### config.mk
export PLATFORM = sky130hd
export DESIGN_NAME = gfa_lin
export DESIGN_NICKNAME = d
export VERILOG_FILES = /design/src/rtl/gfa_pkg.sv /design/src/rtl/gfa_lin.sv
export SDC_FILE = /design/constraint.sdc
export NUM_CORES = 2
export LEC_CHECK = 0
export BUFFER_PORTS_ARGS = -buffer_cell sky130_fd_sc_hd__buf_2
export CORE_MARGIN = 2
export CORE_UTILIZATION = 55
export CTS_CLUSTER_DIAMETER = 40
export CTS_CLUSTER_SIZE = 28
export DETAILED_ROUTE_END_ITERATION = 6
export PLACE_DENSITY_LB_ADDON = 0.25
export RECOVER_POWER = 100
export SKIP_CTS_REPAIR_TIMING = 1
export SYNTH_ARGS = -nofsm -noshare
export SYNTH_HDL_FRONTEND = slang
export SYNTH_SLANG_ARGS = --single-unit
### constraint.sdc
create_clock -name clk -period 17.1 [get_ports clk]
set_clock_uncertainty 0.1 [all_clocks]
set_input_delay 2.565 -clock clk [delete_from_list [all_inputs] [get_ports clk]]
set_output_delay 2.565 -clock clk [all_outputs]
set_load 0.01 [all_outputs]
### src/rtl/gfa_pkg.sv
`timescale 1ns / 1ps

package gfa_pkg;

  localparam int NL         = 5;
  localparam int IN_W       = 54;
  localparam int OUT_W      = 55;
  localparam int LIMB_W     = 51;
  localparam int PIPE_DEPTH = 7;

  // partial product split: f limb 27+27, g (or 19g) limb 30+29
  localparam int FL_W  = 27;
  localparam int GL_W  = 30;
  localparam int GV_W  = 59;
  localparam int PP_W  = 57;
  localparam int PR_W  = 113;
  localparam int COL_W = 116;

  localparam logic [63:0] LIMB_MASK = 64'h7ffffffffffff;
  localparam logic [63:0] TWO_P0    = 64'hfffffffffffda;
  localparam logic [63:0] TWO_PI    = 64'hffffffffffffe;

  typedef enum logic [1:0] {
    OP_ADD = 2'd0,
    OP_SUB = 2'd1,
    OP_MUL = 2'd2,
    OP_NEG = 2'd3
  } op_t;

  typedef logic [IN_W-1:0]  limb_in_t;
  typedef logic [OUT_W-1:0] limb_out_t;

  typedef logic [NL-1:0][63:0]              w5_t;
  typedef logic [NL-1:0][OUT_W-1:0]         r5_t;
  typedef logic [NL-1:0][NL-1:0][3:0][PP_W-1:0] pp_t;
  typedef logic [NL-1:0][COL_W-1:0]         col_t;
  typedef logic [PIPE_DEPTH:1]              stage_en_t;

  typedef struct packed {
    op_t      opcode;
    limb_in_t f_limb0;
    limb_in_t f_limb1;
    limb_in_t f_limb2;
    limb_in_t f_limb3;
    limb_in_t f_limb4;
    limb_in_t g_limb0;
    limb_in_t g_limb1;
    limb_in_t g_limb2;
    limb_in_t g_limb3;
    limb_in_t g_limb4;
  } gfa_in_t;

  typedef struct packed {
    limb_out_t r_limb0;
    limb_out_t r_limb1;
    limb_out_t r_limb2;
    limb_out_t r_limb3;
    limb_out_t r_limb4;
  } gfa_out_t;

  function automatic logic [63:0] two_p(input int i);
    return (i == 0) ? TWO_P0 : TWO_PI;
  endfunction

  // one weak carry pass with the top carry folded back times 19
  function automatic w5_t weak_carry(input w5_t v);
    w5_t         r;
    logic [63:0] c;
    c = '0;
    for (int i = 0; i < NL; i++) begin
      r[i] = v[i] + c;
      c    = r[i] >> LIMB_W;
      r[i] = r[i] & LIMB_MASK;
    end
    r[0] = r[0] + c * 64'd19;
    return r;
  endfunction

endpackage

### src/rtl/gfa_lin.sv
`timescale 1ns / 1ps

module gfa_lin import gfa_pkg::*; (
  input  logic      clk,
  input  stage_en_t en,
  input  gfa_in_t   in_data,
  output op_t       op_out,
  output r5_t       res_out
);

  localparam int LAST = PIPE_DEPTH - 1;

  op_t op_r  [1:LAST];
  r5_t res_r [1:LAST];
  r5_t res1_nxt, res2_nxt, res3_nxt;
  w5_t f, g, wc1, wc2;

  assign f = {64'(in_data.f_limb4), 64'(in_data.f_limb3), 64'(in_data.f_limb2),
              64'(in_data.f_limb1), 64'(in_data.f_limb0)};
  assign g = {64'(in_data.g_limb4), 64'(in_data.g_limb3), 64'(in_data.g_limb2),
              64'(in_data.g_limb1), 64'(in_data.g_limb0)};

  // add, subtract, or first weak carry of negate
  assign wc1 = weak_carry(f);
  always_comb begin
    for (int i = 0; i < NL; i++) begin
      case (in_data.opcode)
        OP_ADD:  res1_nxt[i] = OUT_W'(f[i] + g[i]);
        OP_SUB:  res1_nxt[i] = OUT_W'(f[i] + two_p(i) - g[i]);
        OP_NEG:  res1_nxt[i] = OUT_W'(wc1[i]);
        default: res1_nxt[i] = '0;
      endcase
    end
  end

  // second weak carry of negate
  always_comb begin
    w5_t v;
    for (int i = 0; i < NL; i++) begin
      v[i] = 64'(res_r[1][i]);
    end
    wc2 = weak_carry(v);
    for (int i = 0; i < NL; i++) begin
      res2_nxt[i] = (op_r[1] == OP_NEG) ? OUT_W'(wc2[i]) : res_r[1][i];
    end
  end

  // negate: 2p minus the carried value
  always_comb begin
    for (int i = 0; i < NL; i++) begin
      res3_nxt[i] = (op_r[2] == OP_NEG) ? OUT_W'(two_p(i)) - res_r[2][i] : res_r[2][i];
    end
  end

  always_ff @(posedge clk) begin
    if (en[1]) begin
      op_r[1]  <= in_data.opcode;
      res_r[1] <= res1_nxt;
    end
    if (en[2]) begin
      op_r[2]  <= op_r[1];
      res_r[2] <= res2_nxt;
    end
    if (en[3]) begin
      op_r[3]  <= op_r[2];
      res_r[3] <= res3_nxt;
    end
    // hold alongside the multiply carry chain
    for (int k = 4; k <= LAST; k++) begin
      if (en[k]) begin
        op_r[k]  <= op_r[k-1];
        res_r[k] <= res_r[k-1];
      end
    end
  end

  assign op_out  = op_r[LAST];
  assign res_out = res_r[LAST];

endmodule
# [Yosys cells after proc, flatten, opt, wreduce, memory -nomap -nowiden]
# Memories as Yosys holds them, arrays and structs flattened.
# Cells that the tools add are included.
[totals] register_bits=0 latch_bits=0 mem_bits_rw=1662 mem_bits_ro=0 in_bits=550 mem_count=2
[classes] n_addsub=30 multipliers=2 div=0 magnitude_cmp=0 n_eq_ne=4 shift=0 mux=27 bitwise_logic=0 n_reduce_logical=1
[mem_list] memory="res_r" depth=6 width=275 read_ports=6 rd_ports_with_merged_regs=0 write_ports=6 line_no="gfa_lin.sv:14" source="r5_t res_r [1:LAST];"
[mem_list] memory="op_r" depth=6 width=2 read_ports=6 rd_ports_with_merged_regs=0 write_ports=6 line_no="gfa_lin.sv:13" source="op_t op_r [1:LAST];"
[ops] cell="$pmux 55 s3" count=5
[ops] cell="$mux 55" count=10
[ops] cell="$add 54x52->55 const B" count=5
[ops] cell="$add 54x54->55" count=5
[ops] cell="$sub 52x55->55 const A" count=5
[ops] cell="$sub 55x54->55" count=5
[ops] cell="$add 55x5->56" count=3
[ops] cell="$add 54x4->55" count=3
[ops] cell="$add 55x4->56" count=1
[ops] cell="$add 54x3->55" count=1
[ops] cell="$add 51x10->52" count=1
[ops] cell="$add 51x9->52" count=1
[ops] cell="$mux 1" count=12
[ops] cell="$mul 5x5->10 const B" count=1
[ops] cell="$mul 4x5->9 const B" count=1
[ops] cell="$eq 2x2->1 const B" count=3
[ops] cell="$eq 2x1->1 const B" count=1
[ops] cell="$logic_not 2->1" count=1

# [Logic depth before layout (Yosys ltp)]
# An unclocked memory read counts as a cell.
[logic_depth] word_depth=8 ltp_mapped=57 depth_no_buf=54

# [Worst setup path after synthesis]
# OpenSTA, ideal clock, no wires.
[synth_path] kind="input to register" start="input port in_data[451] (netlist bit)" end="memory res_r[1][40] (netlist bit) (data pin)" setup_time_ps=267 arrival_ps=12985 t_required_ps=16733 path_slack_ps=3749 cell_stages=57 n_path_buf=4 path_cell_list="and3_1 -> and3_1 -> nand3_1 -> nor2_1 -> nand4_1 -> nor4_1 -> nand2_1 -> nor3_1 -> xor2_1 -> ha_1 -> a21o_1 -> a21o_1 -> a21o_1 -> and2_1 -> clkbuf_1 -> and2_1 -> clkbuf_1 -> nand4_1 -> [... 21 more ...] -> xnor2_1 -> ha_1 -> inv_1 -> fa_1 -> inv_1 -> ha_1 -> a21o_1 -> a21oi_1 -> nor2b_1 -> o21ai_0 -> a21oi_1 -> and3b_1 -> clkbuf_1 -> nand3_1 -> xnor2_1 -> o22ai_1 -> a31oi_1 -> o31ai_1"
[synth_lines] item="start, declared" line_no="gfa_lin.sv:6" source="input gfa_in_t in_data,"
[synth_lines] item="end, declared" line_no="gfa_lin.sv:14"

==> impl_metrics.json <==
{
  "finalSetupViolations": 0,
  "cts_tree": "built",
  "internal_power_mw": 8.332,
  "pwr-share-comb": 0.235,
  "die_h_um": 444.1,
  "worstHoldStart": "res_r[4][180]",
  "fin_area_mm2": 0.1194,
  "crit_path_start_kind": "primary input",
  "critical_path.top_delay_family": "simple AND/OR/NAND/NOR gates",
  "cts_num_sinks": 1662,
  "max_slew.worst_pin.slew_ns": 9.187,
  "cp_num_buf_inv": 5,
  "placed_area_mm2": 0.1133,
  "start_util": 0.5531,
  "die_w_um": 444.1,
  "yosysSeqAreaShare": 0.4685,
  "fin_nets": 12600,
  "hold_end": "res_r[5][180]",
  "cts_made_buffers": 180,
  "grt_pass1_vias": 81600,
  "layout_common_cells": "1662 x edfxtp_1, 947 x inv_1, 886 x ha_1",
  "grt_overflow": 0,
  "timing.critical_path.mode_cell": "ha_1",
  "grt_pass1_wl_mm": 532.5,
  "r2r_end": "res_r[2][47]",
  "vias": 86500,
  "final_common_cell": "edfxtp_1",
  "grt.total_usage": 0.3641,
  "drtPass1Iterations": 7,
  "cp.arrival_ns": 16.42,
  "synth_cell_types": 110,
  "syn-instance-count": 10340,
  "post_route_cells_drive_above_1_share": 0.08665,
  "drv_slew": 2640,
  "ys_async_sr_fraction": 0,
  "p_leak_nw": 46.83,
  "ctsLongestPathBuffers": 3,
  "syn_area_per_cell_um2": 10.30,
  "crit_fanout": 10,
  "violations": "DRC, capacitance limit, slew limit",
  "critPathKind": "primary input to register",
  "drt_wl_total_mm": 369.1,
  "ys_ff_latch": 1662,
  "fin_ws_ns": 1.068,
  "p_seq_frac": 0.437,
  "post-route-util": 0.6199,
  "outcome": "finished with violations",
  "ys_warn_count": 0,
  "ir_drop_uv": 82.14,
  "cp-startpoint": "in_data[451]",
  "hold_depth": 0,
  "syn_area_mm2": 0.1065,
  "antenna_found_initial": 166,
  "fin_crit_ns": 16.03,
  "drc": 2,
  "r2r_setup_slack_ns": 4.29,
  "drt_iter0_markers": 10540,
  "place_ws_ns": 0.1052,
  "area_growth_pct": 12.07,
  "synth_nets": 11810,
  "max-slew-margin-rel": -5.124,
  "r2r-start": "res_r[1][59]",
  "worst_skew_pair.late_latency_ns": 0.85,
  "slowest_stage": "nor3_1",
  "ys.flop_type": "edfxtp_1",
  "tns_ns": 0,
  "wl_per_cell_um": 26.52,
  "fin_crit_sh": 0.9375,
  "root_buffer": "clkbuf_16",
  "end_kind": "register",
  "power_switching_mw": 4.002,
  "via_per_inst": 6.215,
  "reg2reg_depth": 48,
  "synth_edf_count": 1662,
  "rows": 161,
  "portBuffers": 825,
  "place.gp.congestion": 1.101,
  "rsz0062_at_grt": "false",
  "fmax_mhz": 62.38,
  "ios": 827,
  "hold_violations": 0,
  "power.density_mw_per_mm2": 103.3,
  "required_ns": 17.49,
  "cts-htree-levels": 4,
  "postRouteAntennaNets": 0,
  "hpwl_mm": 292.7,
  "die-area_mm2": 0.1972,
  "min_path_type": "register to register",
  "core_area_mm2": 0.1926,
  "clk_pin_slew_ns": 0.07,
  "power_mw": 12.33,
  "maxCapViolCount": 39,
  "grt_max_degree": 178,
  "clock_power_share": 0.328,
  "swShare": 0.3245,
  "cpPeakStageDelay_ns": 0.56
}
metal layers:
layer	share of wire	GRT usage
met4	0.049	0.1701
met5	0.00073	0
met2	0.41	0.5096
met1	0.42	0.5291
met3	0.12	0.08969
how the worst max path moves through the flow:
stage | cells past startpoint | endpoint | slack [ns]
after floorplan | 57 | res_r[1][40] | 3.75
after global placement | 54 | res_r[1][45] | 0.49
after detailed placement | 54 | res_r[1][45] | 0.11
after CTS | 54 | res_r[1][45] | 0.89
after global routing | 54 | res_r[1][45] | 0.16
final | 56 | res_r[1][45] | 1.07
synthesized netlist by cell type (185+ instances only):
master / count / area share
xor2_1: 361 / 0.030
edfxtp_1: 1662 / 0.47
a21oi_1: 742 / 0.035
clkbuf_1: 234 / 0.0082
nor2_1: 700 / 0.025
inv_1: 947 / 0.033
ha_1: 886 / 0.10
nand3_1: 339 / 0.016
o21ai_0: 490 / 0.023
nand2_1: 713 / 0.025
and3_1: 190 / 0.011
a21o_1: 189 / 0.013
xnor2_1: 854 / 0.070
nor3_1: 185 / 0.0087
final cells by class:
type	instances	area [um2]
diodes	104	260.3
clock buffers	192	4613
clock inverters	145	1797
fillers	15780	73200
inverters	952	3575
multi-input cells	7458	51980
flip-flops and latches	1662	49910
well taps	2526	3161
repair buffers	878	4080
cell families after synthesis:
| family | Yosys count | synth area share |
|---|---|---|
| compound gates | 2466 | 0.1463 |
| xor+xnor | 1215 | 0.09990 |
| fa+ha+maj | 915 | 0.1095 |
| buf+inv | 1220 | 0.04370 |
| flops | 1662 | 0.4685 |
| mux | 32 | 0.003031 |
| simple gates | 2830 | 0.1290 |
power by group through the flow:
stage               Clock (mW)  Sequential [mW]  Combinational [mW]
floorplan                    0             5.25                1.84
global placement             0             5.40                2.77
detailed placement           0             5.42                2.80
CTS                       4.10             5.34                2.82
global route              4.25             5.42                3.13
finish                    4.04             5.39                2.90
sequential cells by signal, summed over array words and instances (netlist names):
| register | count |
|---|---|
| op_r | 12 |
| res_r | 1650 |
metrics by stage:
stage,hold WS (ns),cells
after global routing,0.2951,13900
after global placement,0.3009,13480
after CTS,0.2836,13810
after floorplan,0.3003,10340
after detailed placement,0.3045,13480
final,0.2855,13920
No activity file was read; power rests on OpenSTA's default activity.
